## config.mk

```make
export PLATFORM = sky130hd
export DESIGN_NAME = averaged_piecewise_linear_sensor_flat
export DESIGN_NICKNAME = d
export VERILOG_FILES = /design/src/rtl/apls_pkg.sv /design/src/rtl/apls_req_if.sv /design/src/rtl/apls_rsp_if.sv /design/src/rtl/averaged_piecewise_linear_sensor.sv /design/src/rtl/apls_div.sv /design/src/rtl/apls_datapath.sv /design/src/rtl/apls_ctrl.sv /design/src/flat_wrapper.sv
export SDC_FILE = /design/constraint.sdc
export NUM_CORES = 2
export LEC_CHECK = 0
export ABC_AREA = 1
export CELL_PAD_IN_SITES_DETAIL_PLACEMENT = 2
export CELL_PAD_IN_SITES_GLOBAL_PLACEMENT = 2
export CORE_ASPECT_RATIO = 1.4
export CORE_MARGIN = 4
export CORE_UTILIZATION = 23
export CTS_CLUSTER_SIZE = 8
export DETAILED_ROUTE_END_ITERATION = 12
export DONT_BUFFER_PORTS = 1
export PLACE_DENSITY = 0.58
export SYNTH_ARGS = -nofsm -noshare
export SYNTH_HDL_FRONTEND = slang
export SYNTH_HIERARCHICAL = 1
export SYNTH_SLANG_ARGS = --single-unit
```

## constraint.sdc

```tcl
create_clock -name clock -period 13 [get_ports clock]
set_input_delay 2.6 -clock clock [delete_from_list [all_inputs] [get_ports clock]]
set_output_delay 2.6 -clock clock [all_outputs]
set_load 0.01 [all_outputs]
```

## src/rtl/apls_pkg.sv

```systemverilog
package apls_pkg;

   // Field and register widths
   localparam int SAMPLE_W   = 12;
   localparam int BREAK_W    = 12;
   localparam int VALUE_W    = 16;
   localparam int CFG_IDX_W  = 3;
   localparam int CFG_DATA_W = 16;
   localparam int NUM_BREAKS = 5;
   localparam int NUM_SEGS   = 4;

   // Internal arithmetic widths
   localparam int LEVEL_W = 19;   // value_at_first + 4 * value_step
   localparam int ACC_W   = 32;   // interpolation numerator
   localparam int DIV_W   = 32;   // divider dividend and quotient
   localparam int DEN_W   = 12;   // divider divisor

   localparam int SAMPLES_PER_RESULT_DEF = 16;

   // Register indexes
   localparam logic [CFG_IDX_W-1:0] REG_BREAK_0    = 3'd0;
   localparam logic [CFG_IDX_W-1:0] REG_BREAK_1    = 3'd1;
   localparam logic [CFG_IDX_W-1:0] REG_BREAK_2    = 3'd2;
   localparam logic [CFG_IDX_W-1:0] REG_BREAK_3    = 3'd3;
   localparam logic [CFG_IDX_W-1:0] REG_BREAK_4    = 3'd4;
   localparam logic [CFG_IDX_W-1:0] REG_VALUE_BASE = 3'd5;
   localparam logic [CFG_IDX_W-1:0] REG_VALUE_STEP = 3'd6;
   localparam logic [CFG_IDX_W-1:0] REG_OPEN_LIMIT = 3'd7;

   // Register reset values
   localparam logic [BREAK_W-1:0] BREAK_0_RST    = 12'd161;
   localparam logic [BREAK_W-1:0] BREAK_1_RST    = 12'd776;
   localparam logic [BREAK_W-1:0] BREAK_2_RST    = 12'd1167;
   localparam logic [BREAK_W-1:0] BREAK_3_RST    = 12'd1471;
   localparam logic [BREAK_W-1:0] BREAK_4_RST    = 12'd1613;
   localparam logic [VALUE_W-1:0] VALUE_BASE_RST = 16'd0;
   localparam logic [VALUE_W-1:0] VALUE_STEP_RST = 16'd512;
   localparam logic [BREAK_W-1:0] OPEN_LIMIT_RST = 12'd2000;

   typedef enum logic [3:0] {
      ST_ACCUM,
      ST_AVERAGE,
      ST_SEGMENT,
      ST_MUL_LEVEL,
      ST_MUL_SLOPE,
      ST_NUM_START,
      ST_NUM_WAIT,
      ST_FINISH
   } apls_state_type;

   typedef struct packed {
      logic             take;
      logic             div_start;
      logic             avg_load;
      logic             seg_load;
      logic             mul_load;
      logic             mul_add;
      logic             out_load;
   } apls_cmd_type;

   typedef struct packed {
      logic sample_fire;
      logic last_sample;
      logic div_busy;
      logic direct;
      logic out_busy;
   } apls_status_type;

endpackage

```

## src/rtl/apls_req_if.sv

```systemverilog
interface apls_req_if;
   logic                            valid;
   logic                            ready;
   logic [apls_pkg::SAMPLE_W-1:0]   sample;

   modport source (output valid, output sample, input ready);
   modport sink   (input valid, input sample, output ready);
endinterface

```

## src/rtl/apls_rsp_if.sv

```systemverilog
interface apls_rsp_if;
   logic                                 valid;
   logic                                 ready;
   logic signed [apls_pkg::VALUE_W-1:0]  reading;
   logic                                 sensor_open;
   logic [apls_pkg::SAMPLE_W-1:0]        average;

   modport source (output valid, output reading, output sensor_open, output average,
                   input ready);
   modport sink   (input valid, input reading, input sensor_open, input average,
                   output ready);
endinterface

```

## src/rtl/averaged_piecewise_linear_sensor.sv

```systemverilog
// Samples are taken one per cycle while the block accumulates a group.
// After the last sample of a group the block averages, picks the segment and
// multiplies, then runs one shift-subtract divider unless no interpolation is needed.
// No new samples are taken until the reading is loaded, and a result
// left waiting holds the block. Reset (synchronous, active high) clears sum,
// count, state and output valid, and loads the default calibration registers.
module averaged_piecewise_linear_sensor #(
   parameter int SAMPLES_PER_RESULT = apls_pkg::SAMPLES_PER_RESULT_DEF
) (
   input  logic                              clock,
   input  logic                              reset,
   input  logic                              csr_we,
   input  logic [apls_pkg::CFG_IDX_W-1:0]    csr_index,
   input  logic [apls_pkg::CFG_DATA_W-1:0]   csr_wdata,
   apls_req_if.sink                          req_chan,
   apls_rsp_if.source                        rsp_chan
);

   // Controller sequences the datapath:
   //   accumulate -> scale sum by the reciprocal of the group size -> pick
   //   segment and levels -> level * width, add offset * step -> divide by
   //   width -> saturate.
   // Out-of-range, open-sensor and zero-width cases skip the division.
   apls_pkg::apls_cmd_type    cmd;
   apls_pkg::apls_status_type status;

   apls_ctrl u_ctrl (
      .clock  (clock),
      .reset  (reset),
      .status (status),
      .cmd    (cmd)
   );

   // Datapath holds the configuration, the accumulator, the divider,
   // the multiplier and the result register that parts the output side.
   apls_datapath #(
      .SAMPLES_PER_RESULT (SAMPLES_PER_RESULT)
   ) u_datapath (
      .clock     (clock),
      .reset     (reset),
      .csr_we    (csr_we),
      .csr_index (csr_index),
      .csr_wdata (csr_wdata),
      .req_chan  (req_chan),
      .rsp_chan  (rsp_chan),
      .cmd       (cmd),
      .status    (status)
   );

endmodule

```

## src/rtl/apls_div.sv

```systemverilog
module apls_div (
   input  logic                         clock,
   input  logic                         reset,
   input  logic                         start,
   input  logic [apls_pkg::DIV_W-1:0]   dividend,
   input  logic [apls_pkg::DEN_W-1:0]   divisor,
   output logic                         busy,
   output logic [apls_pkg::DIV_W-1:0]   quotient
);

   localparam int CNT_W = $clog2(apls_pkg::DIV_W);
   localparam logic [CNT_W-1:0] LAST_ITER = CNT_W'(apls_pkg::DIV_W - 1);

   logic                          busy_ff, busy_in;
   logic [CNT_W-1:0]              cnt_ff, cnt_in;
   logic [apls_pkg::DEN_W-1:0]    rem_ff, rem_in;
   logic [apls_pkg::DEN_W-1:0]    dvs_ff, dvs_in;
   logic [apls_pkg::DIV_W-1:0]    quo_ff, quo_in;
   logic [apls_pkg::DEN_W:0]      shifted;
   logic                          fits;

   // One restoring step a cycle, quotient bits shift in from the right
   always_comb begin
      shifted = {rem_ff, quo_ff[apls_pkg::DIV_W-1]};
      fits    = shifted >= {1'b0, dvs_ff};
      busy_in = busy_ff;
      cnt_in  = cnt_ff;
      rem_in  = rem_ff;
      dvs_in  = dvs_ff;
      quo_in  = quo_ff;
      if (start) begin
         busy_in = 1'b1;
         cnt_in  = '0;
         rem_in  = '0;
         dvs_in  = divisor;
         quo_in  = dividend;
      end else if (busy_ff) begin
         if (fits) begin
            rem_in = apls_pkg::DEN_W'(shifted - {1'b0, dvs_ff});
         end else begin
            rem_in = shifted[apls_pkg::DEN_W-1:0];
         end
         quo_in = {quo_ff[apls_pkg::DIV_W-2:0], fits};
         cnt_in = cnt_ff + CNT_W'(1);
         if (cnt_ff == LAST_ITER) begin
            busy_in = 1'b0;
         end
      end
   end

   always_ff @(posedge clock) begin
      if (reset) begin
         busy_ff <= 1'b0;
         cnt_ff  <= '0;
      end else begin
         busy_ff <= busy_in;
         cnt_ff  <= cnt_in;
      end
      rem_ff <= rem_in;
      dvs_ff <= dvs_in;
      quo_ff <= quo_in;
   end

   assign busy     = busy_ff;
   assign quotient = quo_ff;

endmodule

```

## src/rtl/apls_datapath.sv

```systemverilog
module apls_datapath #(
   parameter int SAMPLES_PER_RESULT = apls_pkg::SAMPLES_PER_RESULT_DEF
) (
   input  logic                              clock,
   input  logic                              reset,
   input  logic                              csr_we,
   input  logic [apls_pkg::CFG_IDX_W-1:0]    csr_index,
   input  logic [apls_pkg::CFG_DATA_W-1:0]   csr_wdata,
   apls_req_if.sink                          req_chan,
   apls_rsp_if.source                        rsp_chan,
   input  apls_pkg::apls_cmd_type            cmd,
   output apls_pkg::apls_status_type         status
);

   localparam int CNT_W  = (SAMPLES_PER_RESULT > 1) ? $clog2(SAMPLES_PER_RESULT) : 1;
   localparam int SUM_W  = apls_pkg::SAMPLE_W + $clog2(SAMPLES_PER_RESULT);
   localparam int MB_W   = apls_pkg::BREAK_W + 2;
   localparam int PROD_W = apls_pkg::LEVEL_W + MB_W;
   localparam logic [CNT_W-1:0] LAST_CNT = CNT_W'(SAMPLES_PER_RESULT - 1);
   // Average by reciprocal: ceil(2^AVG_SHIFT / N) gives the exact floor for
   // every sum below 2^SUM_W.
   localparam int AVG_SHIFT  = SUM_W + $clog2(SAMPLES_PER_RESULT);
   localparam int RECIP_W    = SUM_W + 2;
   localparam int AVG_PROD_W = SUM_W + RECIP_W;
   localparam longint AVG_RECIP_L =
      ((longint'(1) << AVG_SHIFT) + longint'(SAMPLES_PER_RESULT) - 1)
      / longint'(SAMPLES_PER_RESULT);
   localparam logic [RECIP_W-1:0] AVG_RECIP = RECIP_W'(AVG_RECIP_L);

   function automatic logic signed [apls_pkg::VALUE_W-1:0] sat_q88(
      input logic signed [apls_pkg::DIV_W:0] v);
      logic signed [apls_pkg::VALUE_W-1:0] r;
      if (v > 33'sd32767) begin
         r = 16'sh7FFF;
      end else if (v < -33'sd32768) begin
         r = 16'sh8000;
      end else begin
         r = v[apls_pkg::VALUE_W-1:0];
      end
      return r;
   endfunction

   // Configuration registers
   logic [apls_pkg::BREAK_W-1:0] break_ff [apls_pkg::NUM_BREAKS];
   logic [apls_pkg::VALUE_W-1:0] base_ff, step_ff;
   logic [apls_pkg::BREAK_W-1:0] limit_ff;

   always_ff @(posedge clock) begin
      if (reset) begin
         break_ff[0] <= apls_pkg::BREAK_0_RST;
         break_ff[1] <= apls_pkg::BREAK_1_RST;
         break_ff[2] <= apls_pkg::BREAK_2_RST;
         break_ff[3] <= apls_pkg::BREAK_3_RST;
         break_ff[4] <= apls_pkg::BREAK_4_RST;
         base_ff     <= apls_pkg::VALUE_BASE_RST;
         step_ff     <= apls_pkg::VALUE_STEP_RST;
         limit_ff    <= apls_pkg::OPEN_LIMIT_RST;
      end else if (csr_we) begin
         unique case (csr_index)
            apls_pkg::REG_BREAK_0:    break_ff[0] <= csr_wdata[apls_pkg::BREAK_W-1:0];
            apls_pkg::REG_BREAK_1:    break_ff[1] <= csr_wdata[apls_pkg::BREAK_W-1:0];
            apls_pkg::REG_BREAK_2:    break_ff[2] <= csr_wdata[apls_pkg::BREAK_W-1:0];
            apls_pkg::REG_BREAK_3:    break_ff[3] <= csr_wdata[apls_pkg::BREAK_W-1:0];
            apls_pkg::REG_BREAK_4:    break_ff[4] <= csr_wdata[apls_pkg::BREAK_W-1:0];
            apls_pkg::REG_VALUE_BASE: base_ff     <= csr_wdata;
            apls_pkg::REG_VALUE_STEP: step_ff     <= csr_wdata;
            apls_pkg::REG_OPEN_LIMIT: limit_ff    <= csr_wdata[apls_pkg::BREAK_W-1:0];
            default:                  limit_ff    <= limit_ff;
         endcase
      end
   end

   // Sample accumulation
   logic                  fire;
   logic [SUM_W-1:0]      sum_ff, sum_in;
   logic [CNT_W-1:0]      cnt_ff, cnt_in;
   logic                  last_sample;

   assign req_chan.ready = cmd.take;
   assign fire           = cmd.take && req_chan.valid;
   assign last_sample    = (cnt_ff == LAST_CNT);

   always_comb begin
      sum_in = sum_ff;
      cnt_in = cnt_ff;
      if (cmd.avg_load) begin
         sum_in = '0;
      end else if (fire) begin
         sum_in = sum_ff + SUM_W'(req_chan.sample);
         cnt_in = last_sample ? '0 : cnt_ff + CNT_W'(1);
      end
   end

   always_ff @(posedge clock) begin
      if (reset) begin
         sum_ff <= '0;
         cnt_ff <= '0;
      end else begin
         sum_ff <= sum_in;
         cnt_ff <= cnt_in;
      end
   end

   // Average: one multiply by the rounded-up reciprocal of the group size
   logic [AVG_PROD_W-1:0]         avg_prod;
   logic [apls_pkg::BREAK_W-1:0]  avg_ff;

   assign avg_prod = AVG_PROD_W'(sum_ff) * AVG_PROD_W'(AVG_RECIP);

   always_ff @(posedge clock) begin
      if (cmd.avg_load) begin
         avg_ff <= avg_prod[AVG_SHIFT +: apls_pkg::SAMPLE_W];
      end
   end

   // Interpolation divider
   logic                          div_busy;
   logic [apls_pkg::DIV_W-1:0]    quotient;
   logic [apls_pkg::DIV_W-1:0]    dividend;
   logic [apls_pkg::DEN_W-1:0]    divisor;
   logic signed [apls_pkg::ACC_W-1:0] acc_ff, acc_in;
   logic [apls_pkg::BREAK_W-1:0]  den_ff, diff_ff;

   // Divide the magnitude, restore the sign afterwards
   assign dividend = acc_ff[apls_pkg::ACC_W-1] ? apls_pkg::DIV_W'(-acc_ff)
                                               : apls_pkg::DIV_W'(acc_ff);
   assign divisor  = den_ff;

   apls_div u_div (
      .clock    (clock),
      .reset    (reset),
      .start    (cmd.div_start),
      .dividend (dividend),
      .divisor  (divisor),
      .busy     (div_busy),
      .quotient (quotient)
   );

   // Segment search and breakpoint levels
   logic signed [apls_pkg::LEVEL_W-1:0] base_x, step_x;
   logic signed [apls_pkg::LEVEL_W-1:0] lev [apls_pkg::NUM_BREAKS];
   logic [apls_pkg::NUM_SEGS-1:0]       hit;
   logic                                below, open_c, direct_c;
   logic [apls_pkg::BREAK_W-1:0]        den_c, diff_c;
   logic signed [apls_pkg::LEVEL_W-1:0] lev_c, dval_c;

   assign base_x = {{(apls_pkg::LEVEL_W-apls_pkg::VALUE_W){base_ff[apls_pkg::VALUE_W-1]}},
                    base_ff};
   assign step_x = {{(apls_pkg::LEVEL_W-apls_pkg::VALUE_W){step_ff[apls_pkg::VALUE_W-1]}},
                    step_ff};

   always_comb begin
      for (int k = 0; k < apls_pkg::NUM_BREAKS; k++) begin
         lev[k] = base_x + step_x * $signed(apls_pkg::LEVEL_W'(k));
      end
      for (int k = 0; k < apls_pkg::NUM_SEGS; k++) begin
         hit[k] = (break_ff[k] <= avg_ff) && (avg_ff <= break_ff[k+1]);
      end
      below  = avg_ff < break_ff[0];
      open_c = avg_ff >= limit_ff;
      den_c  = '0;
      diff_c = '0;
      lev_c  = lev[apls_pkg::NUM_SEGS];
      // Lowest matching segment wins
      for (int k = apls_pkg::NUM_SEGS - 1; k >= 0; k--) begin
         if (hit[k]) begin
            den_c  = break_ff[k+1] - break_ff[k];
            diff_c = avg_ff - break_ff[k];
            lev_c  = lev[k];
         end
      end
      if (open_c || (!below && !(|hit))) begin
         dval_c = lev[apls_pkg::NUM_SEGS];
      end else if (below) begin
         dval_c = lev[0];
      end else begin
         dval_c = lev_c;
      end
      direct_c = open_c || below || !(|hit) || (den_c == '0);
   end

   logic                                open_ff, direct_ff;
   logic signed [apls_pkg::LEVEL_W-1:0] level_ff, dval_ff;

   always_ff @(posedge clock) begin
      if (cmd.seg_load) begin
         open_ff   <= open_c;
         direct_ff <= direct_c;
         dval_ff   <= dval_c;
         level_ff  <= lev_c;
         den_ff    <= den_c;
         diff_ff   <= diff_c;
      end
   end

   // Numerator: level * den, then add (avg - segment start) * step on the same multiplier
   logic signed [apls_pkg::LEVEL_W-1:0] mul_a;
   logic signed [MB_W-1:0]              mul_b;
   logic signed [PROD_W-1:0]            product;

   always_comb begin
      if (cmd.mul_add) begin
         mul_a = step_x;
         mul_b = $signed({2'b00, diff_ff});
      end else begin
         mul_a = level_ff;
         mul_b = $signed({2'b00, den_ff});
      end
      product = PROD_W'(mul_a) * PROD_W'(mul_b);
      acc_in  = acc_ff;
      if (cmd.mul_load) begin
         acc_in = apls_pkg::ACC_W'(product);
      end else if (cmd.mul_add) begin
         acc_in = acc_ff + apls_pkg::ACC_W'(product);
      end
   end

   always_ff @(posedge clock) begin
      acc_ff <= acc_in;
   end

   // Result register
   logic                                  rsp_valid_ff, rsp_valid_in;
   logic signed [apls_pkg::VALUE_W-1:0]   reading_ff;
   logic                                  sensor_open_ff;
   logic [apls_pkg::SAMPLE_W-1:0]         average_ff;
   logic signed [apls_pkg::DIV_W:0]       q_signed, dval_wide;
   logic                                  out_busy;

   assign out_busy  = rsp_valid_ff && !rsp_chan.ready;
   assign q_signed  = acc_ff[apls_pkg::ACC_W-1] ? -$signed({1'b0, quotient})
                                                 :  $signed({1'b0, quotient});
   assign dval_wide = {{(apls_pkg::DIV_W+1-apls_pkg::LEVEL_W){dval_ff[apls_pkg::LEVEL_W-1]}},
                       dval_ff};

   always_comb begin
      rsp_valid_in = rsp_valid_ff;
      if (cmd.out_load) begin
         rsp_valid_in = 1'b1;
      end else if (rsp_chan.ready) begin
         rsp_valid_in = 1'b0;
      end
   end

   always_ff @(posedge clock) begin
      if (reset) begin
         rsp_valid_ff <= 1'b0;
      end else begin
         rsp_valid_ff <= rsp_valid_in;
      end
      if (cmd.out_load) begin
         reading_ff     <= sat_q88(direct_ff ? dval_wide : q_signed);
         sensor_open_ff <= open_ff;
         average_ff     <= avg_ff;
      end
   end

   assign rsp_chan.valid       = rsp_valid_ff;
   assign rsp_chan.reading     = reading_ff;
   assign rsp_chan.sensor_open = sensor_open_ff;
   assign rsp_chan.average     = average_ff;

   assign status.sample_fire = fire;
   assign status.last_sample = last_sample;
   assign status.div_busy    = div_busy;
   assign status.direct      = direct_ff;
   assign status.out_busy    = out_busy;

   // Never restart the divider mid-run
   a_div_idle_on_start: assert property (@(posedge clock) disable iff (reset)
      cmd.div_start |-> !div_busy)
      else $error("divider started while busy");

   // Never overwrite a result that is still waiting
   a_no_overwrite: assert property (@(posedge clock) disable iff (reset)
      cmd.out_load |-> !out_busy)
      else $error("result register overwritten");

   // Average always fits the sample width
   a_avg_range: assert property (@(posedge clock) disable iff (reset)
      cmd.avg_load |-> (avg_prod[AVG_PROD_W-1:AVG_SHIFT+apls_pkg::SAMPLE_W] == '0))
      else $error("average out of range");

   // Interpolated result needs a nonzero segment width
   a_den_nonzero: assert property (@(posedge clock) disable iff (reset)
      (cmd.out_load && !direct_ff) |-> (den_ff != '0))
      else $error("interpolation with zero segment width");

endmodule

```

## src/rtl/apls_ctrl.sv

```systemverilog
module apls_ctrl (
   input  logic                        clock,
   input  logic                        reset,
   input  apls_pkg::apls_status_type   status,
   output apls_pkg::apls_cmd_type      cmd
);

   apls_pkg::apls_state_type state_ff, state_in;

   always_comb begin
      state_in = state_ff;
      unique case (state_ff)
         apls_pkg::ST_ACCUM: begin
            if (status.sample_fire && status.last_sample) begin
               state_in = apls_pkg::ST_AVERAGE;
            end
         end
         apls_pkg::ST_AVERAGE: state_in = apls_pkg::ST_SEGMENT;
         apls_pkg::ST_SEGMENT: state_in = apls_pkg::ST_MUL_LEVEL;
         apls_pkg::ST_MUL_LEVEL: begin
            state_in = status.direct ? apls_pkg::ST_FINISH : apls_pkg::ST_MUL_SLOPE;
         end
         apls_pkg::ST_MUL_SLOPE: state_in = apls_pkg::ST_NUM_START;
         apls_pkg::ST_NUM_START: state_in = apls_pkg::ST_NUM_WAIT;
         apls_pkg::ST_NUM_WAIT: begin
            if (!status.div_busy) begin
               state_in = apls_pkg::ST_FINISH;
            end
         end
         apls_pkg::ST_FINISH: begin
            if (!status.out_busy) begin
               state_in = apls_pkg::ST_ACCUM;
            end
         end
         default: state_in = apls_pkg::ST_ACCUM;
      endcase
   end

   always_comb begin
      cmd = '0;
      unique case (state_ff)
         apls_pkg::ST_ACCUM:     cmd.take = 1'b1;
         apls_pkg::ST_AVERAGE:   cmd.avg_load = 1'b1;
         apls_pkg::ST_SEGMENT:   cmd.seg_load = 1'b1;
         apls_pkg::ST_MUL_LEVEL: cmd.mul_load = 1'b1;
         apls_pkg::ST_MUL_SLOPE: cmd.mul_add = 1'b1;
         apls_pkg::ST_NUM_START: cmd.div_start = 1'b1;
         apls_pkg::ST_NUM_WAIT:  cmd = '0;
         apls_pkg::ST_FINISH:    cmd.out_load = !status.out_busy;
         default: cmd = '0;
      endcase
   end

   always_ff @(posedge clock) begin
      if (reset) begin
         state_ff <= apls_pkg::ST_ACCUM;
      end else begin
         state_ff <= state_in;
      end
   end

endmodule

```

## src/flat_wrapper.sv

```systemverilog
// flat-port wrapper written by rule: the top's interface ports become plain ports
module averaged_piecewise_linear_sensor_flat 
#(
   parameter int SAMPLES_PER_RESULT = apls_pkg::SAMPLES_PER_RESULT_DEF
)
  (clock, reset, csr_we, csr_index, csr_wdata, req_chan_valid, req_chan_sample, req_chan_ready, rsp_chan_valid, rsp_chan_reading, rsp_chan_sensor_open, rsp_chan_average, rsp_chan_ready);
  apls_req_if req_chan_i ();
  apls_rsp_if rsp_chan_i ();
  input  logic clock;
  input  logic reset;
  input  logic csr_we;
  input  logic [apls_pkg::CFG_IDX_W-1:0] csr_index;
  input  logic [apls_pkg::CFG_DATA_W-1:0] csr_wdata;
  input wire logic [$bits(req_chan_i.valid)-1:0] req_chan_valid;
  input wire logic [$bits(req_chan_i.sample)-1:0] req_chan_sample;
  output wire logic [$bits(req_chan_i.ready)-1:0] req_chan_ready;
  output wire logic [$bits(rsp_chan_i.valid)-1:0] rsp_chan_valid;
  output wire logic [$bits(rsp_chan_i.reading)-1:0] rsp_chan_reading;
  output wire logic [$bits(rsp_chan_i.sensor_open)-1:0] rsp_chan_sensor_open;
  output wire logic [$bits(rsp_chan_i.average)-1:0] rsp_chan_average;
  input wire logic [$bits(rsp_chan_i.ready)-1:0] rsp_chan_ready;
  assign req_chan_i.valid = req_chan_valid;
  assign req_chan_i.sample = req_chan_sample;
  assign req_chan_ready = req_chan_i.ready;
  assign rsp_chan_valid = rsp_chan_i.valid;
  assign rsp_chan_reading = rsp_chan_i.reading;
  assign rsp_chan_sensor_open = rsp_chan_i.sensor_open;
  assign rsp_chan_average = rsp_chan_i.average;
  assign rsp_chan_i.ready = rsp_chan_ready;
  averaged_piecewise_linear_sensor #(.SAMPLES_PER_RESULT(SAMPLES_PER_RESULT)) u_core (.clock(clock), .reset(reset), .csr_we(csr_we), .csr_index(csr_index), .csr_wdata(csr_wdata), .req_chan(req_chan_i), .rsp_chan(rsp_chan_i));
endmodule
```

==> insert_results.sql <==
INSERT INTO impl_metrics (metric_group, metric, value, unit) VALUES
('status', 'run_status', 'complete, no violations', ''),
('clock_tree', 'cts_max_level', '2', ''),
('run', 'drv_cap', '0', ''),
('floorplanning', 'die_h', '480', 'µm'),
('synthesis', 'yosysWarningCount', '6', ''),
('clock_tree', 'cts_inserted_buffers', '50', ''),
('floorplanning', 'total_core_area', '0.158', 'mm²'),
('global_routing', 'via_count_of_the_first_global_routing_pass', '37000', ''),
('synthesis', 'synthTopCellsByArea', 'sky130_fd_sc_hd__edfxtp_1 20%, sky130_fd_sc_hd__nand2_1 13%, sky130_fd_sc_hd__fa_1 13%', ''),
('global_routing', 'grt_util_met1', '20.0', '%'),
('setup_path', 'critical_path_startpoint_category', 'flip-flop', ''),
('cells_and_area', 'commonest_non_fill_non_tap_cell_in_the_layout', 'sky130_fd_sc_hd__nand2_1', ''),
('cells_and_area', 'layout.cells.most_common_list', '1277 x sky130_fd_sc_hd__nand2_1, 898 x sky130_fd_sc_hd__inv_1, 403 x sky130_fd_sc_hd__nor2_1, 333 x sky130_fd_sc_hd__ha_1, 314 x sky130_fd_sc_hd__a21oi_1', ''),
('cells_and_area', 'total_nets_final', '5583', ''),
('synthesis', 'postSynthCellCount', '4994', ''),
('detailed_routing', 'detail_route.vias_per_cell', '4.61', ''),
('detailed_routing', 'route.detailed.wl_per_inst', '21.3', 'µm'),
('clock_tree', 'clock_path_buffers', '3', ''),
('floorplanning', 'floorplan.initialDensity', '23.2', '%'),
('clock_tree', 'hold_buffer_count_at_cts', '0', ''),
('synthesis', 'yosysUniqueCellTypes', '63', ''),
('synthesis', 'synth_edf_count', '241', ''),
('cells_and_area', 'syn_to_final_growth', '11.0', '%'),
('timing', 'grt_setup_unrepaired', 'no', ''),
('detailed_routing', 'detailroute.via_count', '32700', ''),
('synthesis', 'net_count_after_synthesis', '5600', ''),
('detailed_routing', 'postRouteAntennaNets', '0', ''),
('global_routing', 'grt-busiest-layer', 'met2', ''),
('timing', 'report.final.slew_viol_count', '0', ''),
('synthesis', 'netlist.area_leader.share', '19.8', '%'),
('placement', 'place_hpwl', '126000', 'µm'),
('floorplanning', 'top_level_ports', '67', ''),
('global_routing', 'gr-usage-met3', '1.50', '%'),
('setup_path', 'timing.critical_path.fanout_max', '31', ''),
('floorplanning', 'row_count', '172', ''),
('clock_tree', 'post-cts-setup-buffers', '0', ''),
('clock_tree', 'clkLatencyLatePin', '680', 'ps'),
('clock_tree', 'cts.sinks', '327', ''),
('synthesis', 'ys_ff_latch', '327', ''),
('cells_and_area', 'seqCellArea', '0.00896', 'mm²'),
('timing', 'setup_violations', '0', ''),
('clock_tree', 'cts-resized-gates', '0', ''),
('clock_tree', 'path_clk_slew', '60', 'ps'),
('clock_tree', 'cts_tree', 'yes', ''),
('global_routing', 'largest_net_degree_at_the_start_of_global_routing', '65', ''),
('cells_and_area', 'final_layout_size_suffix_gt1_share', '4.43', '%'),
('synthesis', 'seq_area_frac_synth', '24.5', '%'),
('placement', 'place_area', '0.0390', 'mm²'),
('cells_and_area', 'stdcell_count', '7103', ''),
('detailed_routing', 'drc_violation_count_after_routing', '0', ''),
('setup_path', 'critical_path_class', 'reg2reg', ''),
('floorplanning', 'design.die.area', '0.165', 'mm²'),
('synthesis', 'synth_area_leader_cell', 'sky130_fd_sc_hd__edfxtp_1', ''),
('global_routing', 'number_of_antenna_violations_at_the_first_check_in_global_routing', '6', ''),
('detailed_routing', 'wirelength', '151000', 'µm'),
('detailed_routing', 'first_pass_iters', '6', ''),
('setup_path', 'critical_path_required', '13360', 'ps'),
('global_routing', 'grtUsageTotal', '18.2', '%'),
('timing', 'min_period', '10220', 'ps'),
('timing', 'portion_of_the_clock_cycle_consumed_by_the_worst_path_in_the_final_layout', '78.6', '%'),
('synthesis', 'synthesis.area_per_instance', '7.32', 'µm²'),
('detailed_routing', 'detail_route.iter0.violations', '1296', ''),
('setup_path', 'longest_individual_stage_delay_on_the_worst_path', '620', 'ps'),
('placement', 'finalWeightedCongestion', '0.848', ''),
('floorplanning', 'die_w', '345', 'µm'),
('setup_path', 'critPathCaptureType', 'flip-flop', ''),
('clock_tree', 'clock-root-buffer', 'sky130_fd_sc_hd__clkbuf_16', ''),
('global_routing', 'grt_pass1_wl', '229000', 'µm'),
('synthesis', 'post_synth_instance_area', '0.0365', 'mm²'),
('hold_path', 'timing.hold.worst.class', 'reg2reg', ''),
('placement', 'placed_cells', '7013', '');
cell families after synthesis:
family | after synthesis | synth area share, %
XOR/XNOR | 191 | 4.58
AND/OR/NAND/NOR | 2149 | 24.5
flip-flops | 327 | 24.5
multiplexers | 1 | 0.0274
buffers and inverters | 1028 | 11.0
AO/OA/AOI/OAI | 728 | 11.0
adder cells (fa/ha/maj) | 570 | 24.4
synthesized netlist by cell type (8+ instances only):
cell type,instances
sky130_fd_sc_hd__nand2_1,1279
sky130_fd_sc_hd__inv_1,899
sky130_fd_sc_hd__nor2_1,407
sky130_fd_sc_hd__ha_1,333
sky130_fd_sc_hd__a21oi_1,314
sky130_fd_sc_hd__o21ai_0,243
sky130_fd_sc_hd__nand3_1,242
sky130_fd_sc_hd__edfxtp_1,241
sky130_fd_sc_hd__fa_1,237
sky130_fd_sc_hd__xor2_1,114
sky130_fd_sc_hd__dfxtp_1,86
sky130_fd_sc_hd__xnor2_1,77
sky130_fd_sc_hd__clkbuf_1,64
sky130_fd_sc_hd__nor3_1,56
sky130_fd_sc_hd__or2_2,53
sky130_fd_sc_hd__nand4_1,46
sky130_fd_sc_hd__a31oi_1,27
sky130_fd_sc_hd__o21bai_1,26
sky130_fd_sc_hd__a21o_1,23
sky130_fd_sc_hd__buf_2,23
sky130_fd_sc_hd__o21ai_1,21
sky130_fd_sc_hd__a21boi_0,14
sky130_fd_sc_hd__buf_4,14
sky130_fd_sc_hd__nand2_2,11
sky130_fd_sc_hd__nand3b_1,10
sky130_fd_sc_hd__o211ai_1,10
sky130_fd_sc_hd__nand3_2,9
sky130_fd_sc_hd__nor4_1,8
registers in the layout (all words and copies together) (netlist names), 16 cells and up:
register	flops
u_core/u_datapath/level_ff	19
u_core/u_datapath/sum_ff	16
u_core/u_datapath/u_div/quotient	32
u_core/u_datapath/acc_ff	32
u_core/u_datapath/break_ff	60
u_core/u_datapath/rsp_chan.reading	16
u_core/u_datapath/dval_ff	19
u_core/u_datapath/step_ff	16
u_core/u_datapath/base_ff	16
worst paths after layout:
path / endpoint / start / cells past startpoint / slack [ps]
min reg2reg: u_core/u_datapath/avg_ff[3]$_DFFE_PP_ / u_core/u_datapath/sum_ff[7]$_SDFFE_PP0P_ / 0 / 440
max: u_core/u_datapath/acc_ff[29]$_DFFE_PP_ / u_core/u_ctrl/state_ff[2]$_SDFFE_PP0P_ / 35 / 2780
min: u_core/u_datapath/avg_ff[3]$_DFFE_PP_ / u_core/u_datapath/sum_ff[7]$_SDFFE_PP0P_ / 0 / 440
max reg2reg: u_core/u_datapath/acc_ff[29]$_DFFE_PP_ / u_core/u_ctrl/state_ff[2]$_SDFFE_PP0P_ / 35 / 2780
layer usage:
| metal | vias to the layer above | wire (µm) |
|---|---|---|
| li1 | 15900 | - |
| met1 | 16400 | 60400 |
| met2 | 265 | 83800 |
| met3 | 141 | 2600 |
| met4 | 0 | 4620 |
| met5 | - | 0 |
worst max-delay path, delay by kind of cell (launching register included):
kind                       cells  cell delay [ps]
adders and majority gates      7             3320
and+or+nand+nor               11             2340
buffers and inverters          8             1780
AOI/OAI and AO/OA              8             1660
DFF                            1              540
xor gates and xnor gates       1              220
through the flow:
step | util (%) | setup WS [ps] | hold slack, ps
6_report | 25.8 | 2780 | 443
5_1_grt | 25.8 | 2070 | 460
4_1_cts | 25.8 | 2740 | 450
3_5_place_dp | 24.7 | 2810 | 441
3_3_place_gp | 24.7 | 2930 | 410
2_1_floorplan | - | 5300 | 400
final cells by class:
type | count | share of cell area, %
Multi-Input combinational cell | 3639 | 58.3
Sequential cell | 327 | 22.1
Inverter | 914 | 8.48
Tap cell | 2088 | 6.44
Clock buffer | 83 | 3.59
Timing Repair Buffer | 45 | 0.833
Clock inverter | 6 | 0.321
Antenna cell | 1 | 0.00617
Power is not shown: default switching activity piles up to over one toggle a cycle in this logic, so the estimate is an artifact.
